==> src/hw/rtl/eavr_pkg.sv <==
// Shared types, widths and constants for the Euler Z-X-Z vector rotation core.
// Used by the angle front end, the CORDIC pipeline, the matrix datapath and the top level.
// No dependencies.
package eavr_pkg;

	localparam int VEC_W = 32;
	localparam int ANG_W = 26;
	localparam int Q_BITS = 30;
	localparam int TRIG_W = 32;
	localparam int CORDIC_W = 34;
	localparam int Z_W = 33;
	localparam int MAX_TRIG = 24;

	localparam int FRAC_BITS_DEF = 16;
	localparam int TRIG_STAGES_DEF = 16;

	// pi/180 in Q0.32
	localparam logic signed [27:0] DEG2RAD_Q32 = 28'sd74961321;
	// 1/K in Q2.30
	localparam logic signed [CORDIC_W-1:0] CORDIC_GAIN = 34'sd652032874;
	// ceil(2^32 / 360), exact quotient for operands below 2^20
	localparam logic [23:0] RECIP_360 = 24'd11930465;

	localparam logic signed [Z_W-1:0] ATAN_TAB [MAX_TRIG] = '{
		33'sh03243F6A8, 33'sh01DAC6705, 33'sh00FADBAFC, 33'sh007F56EA6,
		33'sh003FEAB76, 33'sh001FFD55B, 33'sh000FFFAAA, 33'sh0007FFF55,
		33'sh0003FFFEA, 33'sh0001FFFFD, 33'sh0000FFFFF, 33'sh00007FFFF,
		33'sh00003FFFF, 33'sh00001FFFF, 33'sh00000FFFF, 33'sh000007FFF,
		33'sh000003FFF, 33'sh000001FFF, 33'sh000000FFF, 33'sh0000007FF,
		33'sh0000003FF, 33'sh0000001FF, 33'sh0000000FF, 33'sh00000007F
	};

	typedef struct packed {
		logic signed [TRIG_W-1:0] cos_v;
		logic signed [TRIG_W-1:0] sin_v;
	} trig_t;

endpackage

==> src/hw/rtl/eavr_cordic.sv <==
// Unrolled rotation-mode CORDIC: one register stage per iteration, then a sign-fix stage.
// Produces cosine and sine in Q2.30. Depends on eavr_pkg.
module eavr_cordic
	import eavr_pkg::*;
#(
	parameter int TRIG_STAGES = TRIG_STAGES_DEF
) (
	input  logic                     clk,
	input  logic                     en,
	input  logic signed [TRIG_W-1:0] z,
	input  logic                     neg,
	output trig_t                    tr
);

	logic signed [CORDIC_W-1:0] x_s [TRIG_STAGES];
	logic signed [CORDIC_W-1:0] y_s [TRIG_STAGES];
	logic signed [Z_W-1:0]      z_s [TRIG_STAGES];
	logic                       n_s [TRIG_STAGES];
	trig_t                      tr_s;

	for (genvar i = 0; i < TRIG_STAGES; i++) begin : g_iter
		logic signed [CORDIC_W-1:0] xi;
		logic signed [CORDIC_W-1:0] yi;
		logic signed [Z_W-1:0]      zi;
		logic                       ni;

		if (i == 0) begin : g_first
			assign xi = CORDIC_GAIN;
			assign yi = '0;
			assign zi = Z_W'(z);
			assign ni = neg;
		end else begin : g_next
			assign xi = x_s[i-1];
			assign yi = y_s[i-1];
			assign zi = z_s[i-1];
			assign ni = n_s[i-1];
		end

		always_ff @(posedge clk) begin
			if (en) begin
				if (zi >= 0) begin
					x_s[i] <= xi - (yi >>> i);
					y_s[i] <= yi + (xi >>> i);
					z_s[i] <= zi - ATAN_TAB[i];
				end else begin
					x_s[i] <= xi + (yi >>> i);
					y_s[i] <= yi - (xi >>> i);
					z_s[i] <= zi + ATAN_TAB[i];
				end
				n_s[i] <= ni;
			end
		end
	end

	// undo the half-turn fold
	always_ff @(posedge clk) begin
		if (en) begin
			tr_s.cos_v <= n_s[TRIG_STAGES-1] ? TRIG_W'(-x_s[TRIG_STAGES-1])
			                                 : TRIG_W'(x_s[TRIG_STAGES-1]);
			tr_s.sin_v <= n_s[TRIG_STAGES-1] ? TRIG_W'(-y_s[TRIG_STAGES-1])
			                                 : TRIG_W'(y_s[TRIG_STAGES-1]);
		end
	end

	assign tr = tr_s;

endmodule

==> config.mk <==
export PLATFORM = sky130hd
export DESIGN_NAME = eavr_cordic
export DESIGN_NICKNAME = d
export VERILOG_FILES = /design/src/hw/rtl/eavr_pkg.sv /design/src/hw/rtl/eavr_cordic.sv
export SDC_FILE = /design/constraint.sdc
export NUM_CORES = 2
export LEC_CHECK = 0
export BUFFER_PORTS_ARGS = -buffer_cell sky130_fd_sc_hd__buf_2
export CORE_MARGIN = 1.5
export CORE_UTILIZATION = 55
export DETAILED_ROUTE_END_ITERATION = 6
export HOLD_SLACK_MARGIN = 0.08
export PLACE_DENSITY = 0.81
export SETUP_SLACK_MARGIN = 0.15
export SYNTH_ARGS = -nofsm -noshare
export SYNTH_HDL_FRONTEND = slang
export SYNTH_SLANG_ARGS = --single-unit
==> constraint.sdc <==
create_clock -name clk -period 9.7 [get_ports clk]
set_input_delay 0.97 -clock clk [delete_from_list [all_inputs] [get_ports clk]]
set_output_delay 0.97 -clock clk [all_outputs]
set_load 0.01 [all_outputs]
* Word level (Yosys, flattened, before mapping)
Memory sizes are Yosys's and may differ from the RTL's. Cells that the tools add are included.
Storage, ports and cells: bits in registers 64, bits in writable memories 1632, input bits 35, memories 4
Memories:
- x_s | words 16, bits a word 34, read ports 16, clocked after memory_dff 0, wr ports 16, line eavr_cordic.sv:15 | logic signed [CORDIC_W-1:0] x_s [TRIG_STAGES];
- y_s | words 16, bits a word 34, read ports 16, clocked after memory_dff 0, wr ports 16, line eavr_cordic.sv:16 | logic signed [CORDIC_W-1:0] y_s [TRIG_STAGES];
- z_s | words 16, bits a word 33, read ports 15, clocked after memory_dff 0, wr ports 16, line eavr_cordic.sv:17 | logic signed [Z_W-1:0] z_s [TRIG_STAGES];
- n_s | words 16, bits a word 1, read ports 16, clocked after memory_dff 0, wr ports 16, line eavr_cordic.sv:18 | logic n_s [TRIG_STAGES];
Operators by class: muxes and demuxes 148, $add $sub $neg 94, order comparisons 16, bitwise gates (word level) 48
Operators by type and width (count):
- 2-to-1 mux 34 bit | 32
- 2-to-1 mux 33 bit | 16
- >= comparator 33 x 1 -> 1 bit (second input constant) | 15
- 2-to-1 mux 1 bit | 98
- adder 34 x 19 -> 34 bit | 2
- adder 34 x 20 -> 34 bit | 2
- adder 34 x 21 -> 34 bit | 2
- adder 34 x 22 -> 34 bit | 2
- adder 34 x 23 -> 34 bit | 2
- adder 34 x 24 -> 34 bit | 2
- adder 34 x 25 -> 34 bit | 2
- adder 34 x 26 -> 34 bit | 2
- adder 34 x 27 -> 34 bit | 2
- adder 34 x 28 -> 34 bit | 2
- adder 34 x 29 -> 34 bit | 2
- adder 34 x 30 -> 34 bit | 2
- adder 34 x 31 -> 34 bit | 2
- adder 34 x 32 -> 34 bit | 2
- adder 34 x 33 -> 34 bit | 2
- subtractor 34 x 19 -> 34 bit | 2
- subtractor 34 x 20 -> 34 bit | 2
- subtractor 34 x 21 -> 34 bit | 2
- subtractor 34 x 22 -> 34 bit | 2
- subtractor 34 x 23 -> 34 bit | 2
- 46 further kinds | 105

* Longest topological paths before layout
An unclocked memory read counts as a cell.
depth after elaboration 6, depth in mapped cells 21, gate-level depth less buffers 21

* Least setup slack after synthesis
OpenSTA, ideal clock, no wires.
path type input to register, from in en, to mem x_s[5][30] (netlist: x_s[0][200]), data pin, stages 20, buffers on the path 4, data arrival time 5718 ps, slack 3845 ps, library setup time 138 ps, path through clkbuf_1 clkbuf_1 nand2_1 inv_1 clkbuf_1 clkbuf_1 nor2_1 xor2_1 ha_1 a21o_1 a21oi_2 o21ai_1 a221o_1 a31o_1 nor4_4 o21ai_1 a41o_1 o41a_1 or4_1 nand4_1
RTL lines:
- from (decl) | line eavr_cordic.sv:9 | input logic en,
- to (decl) | line eavr_cordic.sv:15

==> results.cfg <==
[detailed_routing]
dr.first_iter.drc_count = 8474
drtPass1Iterations = 7
drc_errors = 0
antenna_left = 0
viasPerCell = 6.08
routedWlPerCell_um = 18.6
routed_wl_um = 305000
vias = 100000

[yosys]
synth_flop_cell = edfxtp_1
yosysTopAreaCell = edfxtp_1
yosysSeqAreaShare_pct = 36.2
synth-seq-cells = 1534
synthMuxAreaShare_pct = 0.876
syn_inst = 13200
synth_fa_ha_area_share_pct = 14.6
yosys.area_share.simple_pct = 12.7
synthXorXnorAreaFrac_pct = 13.1
synth_compound_area_share_pct = 20.3
synth_edf_count = 1534
yosys_warnings = 0
syn_area_per_cell_um2 = 9.67
synth_nets = 14600
async_flop_share_pct = 0
synthesis.area_um2 = 127000
ys_top_cells_by_area = edfxtp_1, ha_1, xnor2_1
yosysTopAreaCellShare_pct = 36.2
synth_top_family_by_area = compound AO/OA/AOI/OAI gates
synthDistinctLibCells = 98

[worst_setup_path]
end_kind = flop
startpoint_type = input port
cp_max_fo = 153
crit_type = in2reg
cp_data_arrival_time_ps = 6870
rr_startpoint = z_s[0][230]
crit_path_start = en
cp.required_ps = 10300

[global_routing]
first_global_vias = 95900
grt_max_degree = 192
antenna_found_initial = 2
grt_remaining_overflow = 0
grtUsageTotal_pct = 25.5
grt_pass1_wl_um = 494000

[timing]
slew_headroom_pct = 15.5
fin_skew_ps = 74.3
rsz0062_at_grt = no
tightest_slew_ps = 1260
clock.fmax_mhz = 160
final_max_slew_viol_count = 0
tns_ps = 0
finalSetupViolations = 0
post-route-period-util_pct = 64.6
period_needed_ps = 6270
final-hold-violation-count = 0

[floorplanning]
pin_count = 99
placementRows = 176
core_um2 = 230000
die_h_um = 484
die_x_um = 484
die-area_um2 = 234000
initial_utilization_pct = 55.3

[layout]
final_util_pct = 59.6
layout.cells.most_common = edfxtp_1
final_cell_mix = edfxtp_1, ha_1, a21oi_1
layout-drive-gt1-share_pct = 4.14
area_growth_syn_to_layout_pct = 7.71
fin_nets = 14800
fillCellCount = 18900

[cts]
post-cts-setup-buffer-count = 0
clockBufferDepth = 3
cts_buffers = 171
cts_tree = built
ctsResizeCount = 0
root_buffer = clkbuf_16
ctsHtreeMaxLevel = 4
clk_pin_slew_worst_paths_ps = 60
clock-sinks = 1534
ctsHoldBuffers = 0
clk_latency_ps = 860

[min_path]
worstHoldStart = z[1]
hold_path_class = in2reg

[placed_design]
port_buffers = 98
dpl.hpwl_um = 236000
place_congestion = 0.988

[outcome]
status = completed

[flow_run]
drv_cap = 0
## logic make-up after synthesis
logic type                 Yosys count
DFF                               1534
muxes                              106
and+or+nand+nor                   3335
adders and majority gates         1454
buffers and inverters              755
xor gates and xnor gates          1904
AOI/OAI and AO/OA                 4069
## Yosys cell counts, types with 148 or more instances
cell type / instances
a21o_1: 699
a21oi_1: 1381
clkbuf_1: 179
edfxtp_1: 1534
ha_1: 1408
inv_1: 542
nand2_1: 752
nand2b_1: 247
nand3_1: 203
nor2_1: 1002
nor2b_1: 173
nor3_1: 291
o21a_1: 197
o21ai_0: 633
o21bai_1: 172
o31ai_1: 148
xnor2_1: 1268
xor2_1: 635
## critical path: stages
cell	delay, ps
buf_12	210
buf_12	340
nand2_1	170
buf_4	470
clkinv_1	970
buf_4	550
ha_1	390
a2111oi_0	480
o21ai_1	120
o21ai_0	110
o21ai_1	160
a21oi_1	230
o31a_1	230
o21ai_1	130
or4b_1	480
a31oi_1	380
o21bai_1	130
xor2_1	160
## final cells by class
| cell class | count | area, um2 | area share [%] |
|---|---|---|---|
| clock buffers | 192 | 4380 | 3.20 |
| clock inverters | 118 | 1470 | 1.07 |
| multi-input cells | 10900 | 78300 | 57.2 |
| diodes | 2 | 5.00 | 0.00365 |
| well taps | 3026 | 3790 | 2.76 |
| inverters | 551 | 2070 | 1.51 |
| flip-flops and latches | 1534 | 46100 | 33.6 |
| repair buffers | 152 | 948 | 0.692 |
## worst paths after layout
check | slack [ps] | end | depth (start not counted)
min | 290 | z_s[0][1] | 1
max reg2reg | 3880 | y_s[0][270] | 16
max | 3430 | z_s[0][129] | 18
min reg2reg | 410 | n_s[1][0] | 0
## registers in the layout, indices dropped and copies added (netlist names)
register / cells
z_s: 463
y_s: 509
n_s: 16
tr: 64
x_s: 482
## metal layers
| layer | wire length [um] | global-route usage [%] | up-vias |
|---|---|---|---|
| met3 | 16300 | 3.02 | 731 |
| met1 | 126000 | 31.2 | 46900 |
| met5 | 0 | 0 | - |
| met4 | 14600 | 11.8 | 0 |
| met2 | 148000 | 44.6 | 3106 |
| li1 | - | - | 49200 |
## stage by stage
stage                     hold slack (ps)  std cells  setup slack (ps)  area (um2)
after floorplan                       400      13200              3840      127000
after global placement                401      16100              2820      131000
after detailed placement              405      16100              2670      131000
after CTS                             231      16400              3560      137000
after global routing                  259      16400              3000      137000
final                                 289      16400              3430      137000
Power is not shown: default switching activity piles up to over one toggle a cycle in this logic, so the estimate is an artifact.
