<file path="src/hw/rtl/eavr_pkg.sv">
// Shared types, widths and constants for the Euler Z-X-Z vector rotation core.
// Used by the angle front end, the CORDIC pipeline, the matrix datapath and the top level.
// No dependencies.
package eavr_pkg;

	localparam int VEC_W = 32;
	localparam int ANG_W = 26;
	localparam int Q_BITS = 30;
	localparam int TRIG_W = 32;
	localparam int CORDIC_W = 34;
	localparam int Z_W = 33;
	localparam int MAX_TRIG = 24;

	localparam int FRAC_BITS_DEF = 16;
	localparam int TRIG_STAGES_DEF = 16;

	// pi/180 in Q0.32
	localparam logic signed [27:0] DEG2RAD_Q32 = 28'sd74961321;
	// 1/K in Q2.30
	localparam logic signed [CORDIC_W-1:0] CORDIC_GAIN = 34'sd652032874;
	// ceil(2^32 / 360), exact quotient for operands below 2^20
	localparam logic [23:0] RECIP_360 = 24'd11930465;

	localparam logic signed [Z_W-1:0] ATAN_TAB [MAX_TRIG] = '{
		33'sh03243F6A8, 33'sh01DAC6705, 33'sh00FADBAFC, 33'sh007F56EA6,
		33'sh003FEAB76, 33'sh001FFD55B, 33'sh000FFFAAA, 33'sh0007FFF55,
		33'sh0003FFFEA, 33'sh0001FFFFD, 33'sh0000FFFFF, 33'sh00007FFFF,
		33'sh00003FFFF, 33'sh00001FFFF, 33'sh00000FFFF, 33'sh000007FFF,
		33'sh000003FFF, 33'sh000001FFF, 33'sh000000FFF, 33'sh0000007FF,
		33'sh0000003FF, 33'sh0000001FF, 33'sh0000000FF, 33'sh00000007F
	};

	typedef struct packed {
		logic signed [TRIG_W-1:0] cos_v;
		logic signed [TRIG_W-1:0] sin_v;
	} trig_t;

endpackage

</file>
<file path="src/hw/rtl/eavr_angle_prep.sv">
// Angle front end: wraps a Q.FRAC_BITS degree angle into +/-90 degrees, converts to Q2.30 radians.
// Three register stages. Depends on eavr_pkg.
module eavr_angle_prep
	import eavr_pkg::*;
#(
	parameter int FRAC_BITS = FRAC_BITS_DEF
) (
	input  logic                    clk,
	input  logic                    en,
	input  logic signed [ANG_W-1:0] angle,
	output logic signed [TRIG_W-1:0] z,
	output logic                    neg
);

	localparam int HW = ANG_W - FRAC_BITS;
	localparam int UW = HW + 10;
	localparam int QW = UW - 8;
	localparam int OFS_K = ((1 << (HW - 1)) + 359) / 360;
	localparam int OFS = 360 * OFS_K;
	localparam int AW = FRAC_BITS + 10;
	localparam int PW = AW + 28;

	localparam logic signed [AW-1:0] DEG_FULL = AW'(64'(360) << FRAC_BITS);
	localparam logic signed [AW-1:0] DEG_HALF = AW'(64'(180) << FRAC_BITS);
	localparam logic signed [AW-1:0] DEG_QUARTER = AW'(64'(90) << FRAC_BITS);
	localparam logic signed [PW-1:0] RAD_HALF = PW'(1) <<< (FRAC_BITS + 1);

	logic [UW-1:0]          u;
	logic [UW+23:0]         q_prod;
	logic [UW-1:0]          u_s1;
	logic [QW-1:0]          q_s1;
	logic [FRAC_BITS-1:0]   lo_s1;
	logic [UW-1:0]          r_full;
	logic signed [AW-1:0]   a_mod;
	logic signed [AW-1:0]   a_fold;
	logic                   neg_fold;
	logic signed [AW-1:0]   a_s2;
	logic                   neg_s2;
	logic signed [PW-1:0]   rad_prod;
	logic signed [PW-1:0]   rad_sh;
	logic signed [TRIG_W-1:0] z_s3;
	logic                   neg_s3;

	// floor(angle / 2^F) biased by a multiple of 360 so it stays nonnegative
	assign u = UW'(int'(signed'(angle[ANG_W-1:FRAC_BITS])) + OFS);
	assign q_prod = (UW + 24)'(u) * (UW + 24)'(RECIP_360);

	always_ff @(posedge clk) begin
		if (en) begin
			u_s1  <= u;
			q_s1  <= q_prod[UW+23:32];
			lo_s1 <= angle[FRAC_BITS-1:0];
		end
	end

	assign r_full = u_s1 - UW'(q_s1) * UW'(10'd360);
	assign a_mod = signed'({1'b0, r_full[8:0], lo_s1});

	always_comb begin
		logic signed [AW-1:0] a_w;
		a_w = (a_mod >= DEG_HALF) ? a_mod - DEG_FULL : a_mod;
		a_fold = a_w;
		neg_fold = 1'b0;
		if (a_w > DEG_QUARTER) begin
			a_fold = a_w - DEG_HALF;
			neg_fold = 1'b1;
		end else if (a_w < -DEG_QUARTER) begin
			a_fold = a_w + DEG_HALF;
			neg_fold = 1'b1;
		end
	end

	always_ff @(posedge clk) begin
		if (en) begin
			a_s2   <= a_fold;
			neg_s2 <= neg_fold;
		end
	end

	assign rad_prod = PW'(a_s2) * PW'(DEG2RAD_Q32);
	assign rad_sh = (rad_prod + RAD_HALF) >>> (FRAC_BITS + 2);

	always_ff @(posedge clk) begin
		if (en) begin
			z_s3   <= rad_sh[TRIG_W-1:0];
			neg_s3 <= neg_s2;
		end
	end

	assign z = z_s3;
	assign neg = neg_s3;

endmodule

</file>
<file path="config.mk">
export PLATFORM = sky130hd
export DESIGN_NAME = eavr_angle_prep
export DESIGN_NICKNAME = d
export VERILOG_FILES = /design/src/hw/rtl/eavr_pkg.sv /design/src/hw/rtl/eavr_angle_prep.sv
export SDC_FILE = /design/constraint.sdc
export NUM_CORES = 1
export LEC_CHECK = 0
export BUFFER_PORTS_ARGS = -buffer_cell sky130_fd_sc_hd__buf_2
export CORE_MARGIN = 3
export CORE_UTILIZATION = 25
export CTS_BUF_LIST = sky130_fd_sc_hd__clkbuf_4 sky130_fd_sc_hd__clkbuf_8 sky130_fd_sc_hd__clkbuf_16
export DETAILED_ROUTE_END_ITERATION = 10
export REMOVE_ABC_BUFFERS = 1
export SKIP_CTS_REPAIR_TIMING = 1
export SYNTH_ARGS = -nofsm -noshare
export SYNTH_HDL_FRONTEND = slang
export SYNTH_SLANG_ARGS = --single-unit
</file>
<file path="constraint.sdc">
create_clock -name clk -period 10.2 [get_ports clk]
set_clock_uncertainty 0.1 [all_clocks]
set_input_delay 1.02 -clock clk [delete_from_list [all_inputs] [get_ports clk]]
set_output_delay 1.02 -clock clk [all_outputs]
set_load 0.03 [all_outputs]
</file>
# Word-level counts from Yosys, hierarchy flattened
# Cells that the tools add are included.
# W data, S select, Z words.
[totals]
regBits = 97
out_inout_bits = 33
latch_bits = 0
memories = 0
mem_bits_ro = 0
wordCells = 23
inputBits = 28
ramBits = 0
[op_classes]
shift = 0
n_reduce_logical = 0
mux = 4
eq_ne = 0
n_div = 0
n_bitwise = 0
order_cmp = 3
addsub = 6
mul = 3
[op_table]
columns = ["cell", "n"]
rows = [
  ["$mux W26", 3],
  ["$add A50 B19 Y50 const B", 1],
  ["$mul A26 B28 Y50 const B", 1],
  ["$mul A20 B24 Y44 const B", 1],
  ["$add A26 B25 Y26 const B", 1],
  ["$gt A26 B24 Y1 const B", 1],
  ["$lt A26 B24 Y1 const B", 1],
  ["$sub A25 B25 Y26 const B", 1],
  ["$sub A26 B25 Y26 const B", 1],
  ["$ge A25 B24 Y1 const B", 1],
  ["$add A10 B11 Y12 const B", 1],
  ["$mul A12 B6 Y6 const B", 1],
  ["$sub A9 B9 Y9", 1],
  ["$mux W1", 1],
]

# Logic depth before layout (Yosys ltp)
[depth]
depth_word = 7
depth_mapped = 28
depth_no_buf = 28

# Worst setup path before layout
# Ideal clock, no wire load.
[synth_path]
path_type = "input port to flip-flop"
startpoint = "input angle[20]"
endpoint = "register q_s1[4], data pin"
path_buffers = 0
setup_slack_ns = 3.074
setup_time_ns = 0.254
t_required_ns = 9.846
t_arrival_ns = 6.772
path_stages = 24
cell_sequence = "ha_1 -> xnor2_1 -> ha_1 -> inv_1 -> fa_1 -> fa_1 -> fa_1 -> inv_1 -> ha_1 -> inv_1 -> fa_1 -> inv_1 -> ha_1 -> ha_1 -> a21o_1 -> a21o_1 -> a221oi_1 -> o2111ai_1 -> a311oi_1 -> nor3_1 -> o31a_1 -> o21a_1 -> o31a_1 -> a21o_1"
[synth_via]
elab_chain_cells = 2
[synth_rtl]
columns = ["item", "line_no", "text"]
rows = [
  ["start: declaration", "eavr_angle_prep.sv:10", "input logic signed [ANG_W-1:0] angle,"],
  ["$add A10 B11 Y12", "eavr_angle_prep.sv:45", "assign u = UW'(int'(signed'(angle[ANG_W-1:FRAC_BITS])) + OFS);"],
  ["via u[6]", "eavr_angle_prep.sv:28", "logic [UW-1:0] u;"],
  ["$mul A20 B24 Y44", "eavr_angle_prep.sv:46", "assign q_prod = (UW + 24)'(u) * (UW + 24)'(RECIP_360);"],
  ["via q_prod[36]", "eavr_angle_prep.sv:29", "logic [UW+23:0] q_prod;"],
  ["end signal: assignment", "eavr_angle_prep.sv:51", "q_s1 <= q_prod[UW+23:32];"],
  ["end: declaration", "eavr_angle_prep.sv:31", "logic [QW-1:0] q_s1;"],
]
# The timed path passes the listed nets, and every way through them passes these cells.
# A chain may end at the register's enable or synchronous reset.

# Worst setup path after layout
[layout_path]
startpoint = "register a_s2[6]"
endpoint = "register z_s3[31], in the netlist z[31], data pin"
[layout_via]
elab_chain_cells = 2
[layout_rtl]
columns = ["item", "line_no", "text"]
rows = [
  ["start: declaration", "eavr_angle_prep.sv:37", "logic signed [AW-1:0] a_s2;"],
  ["start signal: assignment", "eavr_angle_prep.sv:75", "a_s2 <= a_fold;"],
  ["$mul A26 B28 Y50", "eavr_angle_prep.sv:80", "assign rad_prod = PW'(a_s2) * PW'(DEG2RAD_Q32);"],
  ["$add A50 B19 Y50", "eavr_angle_prep.sv:81", "assign rad_sh = (rad_prod + RAD_HALF) >>> (FRAC_BITS + 2);"],
  ["via rad_sh[31]", "eavr_angle_prep.sv:40", "logic signed [PW-1:0] rad_sh;"],
  ["end signal: assignment", "eavr_angle_prep.sv:85", "z_s3 <= rad_sh[TRIG_W-1:0];"],
  ["end: declaration", "eavr_angle_prep.sv:41", "logic signed [TRIG_W-1:0] z_s3;"],
]
# The timed path passes the listed nets, and every way through them passes these cells.

==> key figures <==
Place
  – Input/output buffers: 60
  – Gpl congestion: about 0.86
  – Hpwl dp: about 36 mm

Setup path
  – Worst path buffer plus inverter count: 4
  – Critical path class: reg2reg
  – Cell mode on critical path: fa_1
  – CP Data Arrival Time: between 8 and 9 ns
  – Slowest CP cell: edfxtp_1
  – R2R setup slack: ~2.2 ns
  – CP max FO: 11
  – Startpoint Class: register
  – Crit path capture: z[31]
  – CP startpoint: a_s2[6]
  – FF-to-FF path depth: 22
  – CP top delay family: adder cells
  – Critical path depth: 22
  – Slowest cell delay on critical path: roughly 0.80 ns
  – Endpoint type of the worst setup path: register
  – RR Startpoint: a_s2[6]
  – CP Cell Sequence: fa_1, fa_1, inv_1, fa_1, inv_1, fa_1, fa_1, fa_1, inv_1, fa_1, inv_1, ha_1, a21oi_1, o21ai_1, a221o_1, a21o_1, o2111ai_1, nand2b_1, a31oi_1, o221ai_1, nor4_1, nor3_1
  – Crit path required time: 10.23 ns
  – Reg2Reg Capture Point: z[31]

Finish
  – Layout cells sized above 1: 6.28%
  – Commonest non-fill, non-tap cell in the layout: inv_1
  – Number of diodes: 0
  – FF+latch area: ~0.0027 sq mm
  – Area grow syn2layout: 9.91%
  – Commonest non-fill, non-tap cells in the layout: inv_1 (547), ha_1 (391), fa_1 (299), edfxtp_1 (90), buf_2 (59)
  – Fill cell count: 7,621
  – Nets: approximately 2,500
  – Multi-input gate area: roughly 0.013 sq mm

Route
  – Post-route DRC: 0
  – Post-Route WL: around 41 mm
  – Via density: 4.09
  – Antenna Nets Post-Route: 0
  – DR WL/cell: ~15 microns
  – DRT iter0 DRCs: 486
  – DR vias: 11,100
  – 1st-pass router iterations: 7

STA
  – Relative slew slack: 38.8%
  – Setup TNS: 0 ns
  – Least-Margin Pin Slew: between 0.9 and 1 ns
  – Final min period: between 7 and 8 ns
  – Setup violators final: 0
  – RSZ-0062 raised after global routing: no
  – FMAX: 125 MHz
  – Fin crit share: about four fifths
  – Final hold vios: 0
  – Fin. max-slew vios: 0

Floorplanning
  – DIE AREA: between 0.07 and 0.08 sq mm
  – Die W: 275 microns
  – Starting Density: between 20% and 30%
  – I/O pin count: 61
  – Core area: around 0.072 sq mm
  – Row count: 98
  – Die H: between 200 and 300 microns

CTS
  – Clk Latency, worst-skew pair: between 0.3 and 0.4 ns
  – # clock sinks: 90
  – CTS tree: yes
  – CTS Root Cell: clkbuf_16
  – CTS H-tree depth: 3
  – Num CTS Buffers: 9
  – Clock buffer depth: 2
  – Reg clk slew, reported paths: ~0.09 ns

GRT
  – GRT overflow: 0
  – First-pass GRT wire length: 66.6 mm
  – Total track usage: a little under an eighth
  – Vias in the first global route: roughly 12,000
  – Largest net degree at the start of global routing: between 60 and 70
  – Antenna violations before repair: 0

Min path
  – Worst hold path class: reg2reg

Yosys
  – Synth warnings: 0
  – Seq/Total Area, Yosys: 14.9%
  – Ys flop type: edfxtp_1
  – Syn Area/Cell: 10.7 sq um
  – Netlist Area Pre-Place: about 0.018 sq mm
  – Register bit count reported by yosys: 90
  – Distinct cells, synth: 74
  – Post-synth EDFFs: 90
  – Cells after synthesis: about 1,700
  – Post-synth ARST share: 0%

Run
  – Number of max-cap violations: 0

Outcome
  – Outcome: complete, no violations
-- worst register-to-register path, delay by kind of cell (launching register included) --
family | cells | cell delay (ns)
AO/OA/AOI/OAI | 7 | 2.04
adder cells (fa/ha/maj) | 8 | 4.08
buffers and inverters | 4 | 0.20
flip-flops | 1 | 0.80
AND/OR/NAND/NOR | 3 | 0.54
-- layout make-up --
class                           instances  share of cell area, %
Inverter                              548                   10.3
Sequential cell                        90                   13.6
Tap cell                              950                   5.98
Clock inverter                          6                  0.371
Clock buffer                           10                   1.17
Multi-Input combinational cell       1052                   67.0
Timing Repair Buffer                   61                   1.56
-- flip-flops by register name, summed over array words and instances, names as in the netlist --
signal / flops
q_s1: 5
neg_s2: 1
z: 32
neg: 1
lo_s1: 16
a_s2: 26
u_s1: 9
-- worst min-delay path by stage --
stage	from	endpoint	slack, ns	cells past startpoint
2_1_floorplan	neg_s2	neg	0.30	0
3_3_place_gp	neg_s2	neg	0.31	0
3_5_place_dp	neg_s2	neg	0.32	0
4_1_cts	lo_s1[1]	a_s2[1]	0.33	0
5_1_grt	neg_s2	neg	0.35	0
6_report	lo_s1[1]	a_s2[1]	0.33	0
-- kinds of logic (layout without fill, tap and decap cells) --
group / after synthesis / after routing / synth area share (%)
AO/OA/AOI/OAI: 152 / 152 / 6.10
XOR/XNOR: 61 / 61 / 3.18
adder cells (fa/ha/maj): 690 / 690 / 60.1
buffers and inverters: 550 / 625 / 11.4
flip-flops: 90 / 90 / 14.9
multiplexers: 4 / 4 / 0.228
other: 1 / 2 / 0.0207
AND/OR/NAND/NOR: 143 / 143 / 3.98
-- synth_stat cells, types with 2 or more instances --
cell         n  area share (%)
inv_1      547              11
ha_1       391              27
fa_1       299              33
edfxtp_1    90              15
nor2_1      42            0.87
a21oi_1     39             1.1
xnor2_1     36             1.7
nand2_1     31            0.64
a21o_1      25             1.0
xor2_1      21             1.0
o21ai_0     20            0.55
and2_1      10            0.35
nor3_1      10            0.28
o21a_1       9            0.37
nand3_1      7            0.19
nand2b_1     6            0.21
nand4_1      6            0.21
nor4_1       5            0.17
or2_2        5            0.17
a211oi_1     4            0.17
and3_1       4            0.14
a21oi_2      3            0.15
a221o_1      3            0.17
a2bb2oi_2    3            0.25
a31oi_1      3            0.10
mux2i_1      3            0.17
nor2b_1      3            0.10
o21ai_1      3           0.083
o221ai_1     3            0.15
o22ai_1      3            0.10
o31a_1       3            0.15
or3_1        3            0.10
xnor2_2      3            0.27
a211o_1      2           0.097
and4_1       2           0.097
nand3_2      2            0.11
o2111ai_1    2           0.097
o211ai_1     2           0.083
o22ai_2      2            0.14
o31ai_1      2           0.083
-- routing by layer --
| metal | track usage [%] | wire (microns) | up-vias |
|---|---|---|---|
| li1 | - | - | 5436 |
| met1 | 14.9 | 18400 | 5483 |
| met2 | 19.3 | 19400 | 152 |
| met3 | 2.32 | 1860 | 39 |
| met4 | 3.40 | 1020 | 0 |
| met5 | 0 | 0 | - |
-- per-stage QoR --
| stage | util (%) | hold slack (ns) | setup slack (ns) | area (sq um) | cells |
|---|---|---|---|---|---|
| 6_report | 27.8 | 0.328 | 2.20 | 19900 | 2717 |
| 5_1_grt | 27.8 | 0.347 | 1.74 | 19900 | 2717 |
| 4_1_cts | 27.8 | 0.327 | 2.12 | 19900 | 2717 |
| 3_5_place_dp | 27.4 | 0.317 | 2.15 | 19600 | 2701 |
| 3_3_place_gp | 27.4 | 0.313 | 2.17 | 19600 | 2701 |
| 2_1_floorplan | - | 0.300 | 3.07 | 18100 | 1690 |
Power is not shown: default switching activity piles up to over one toggle a cycle in this logic, so the estimate is an artifact.
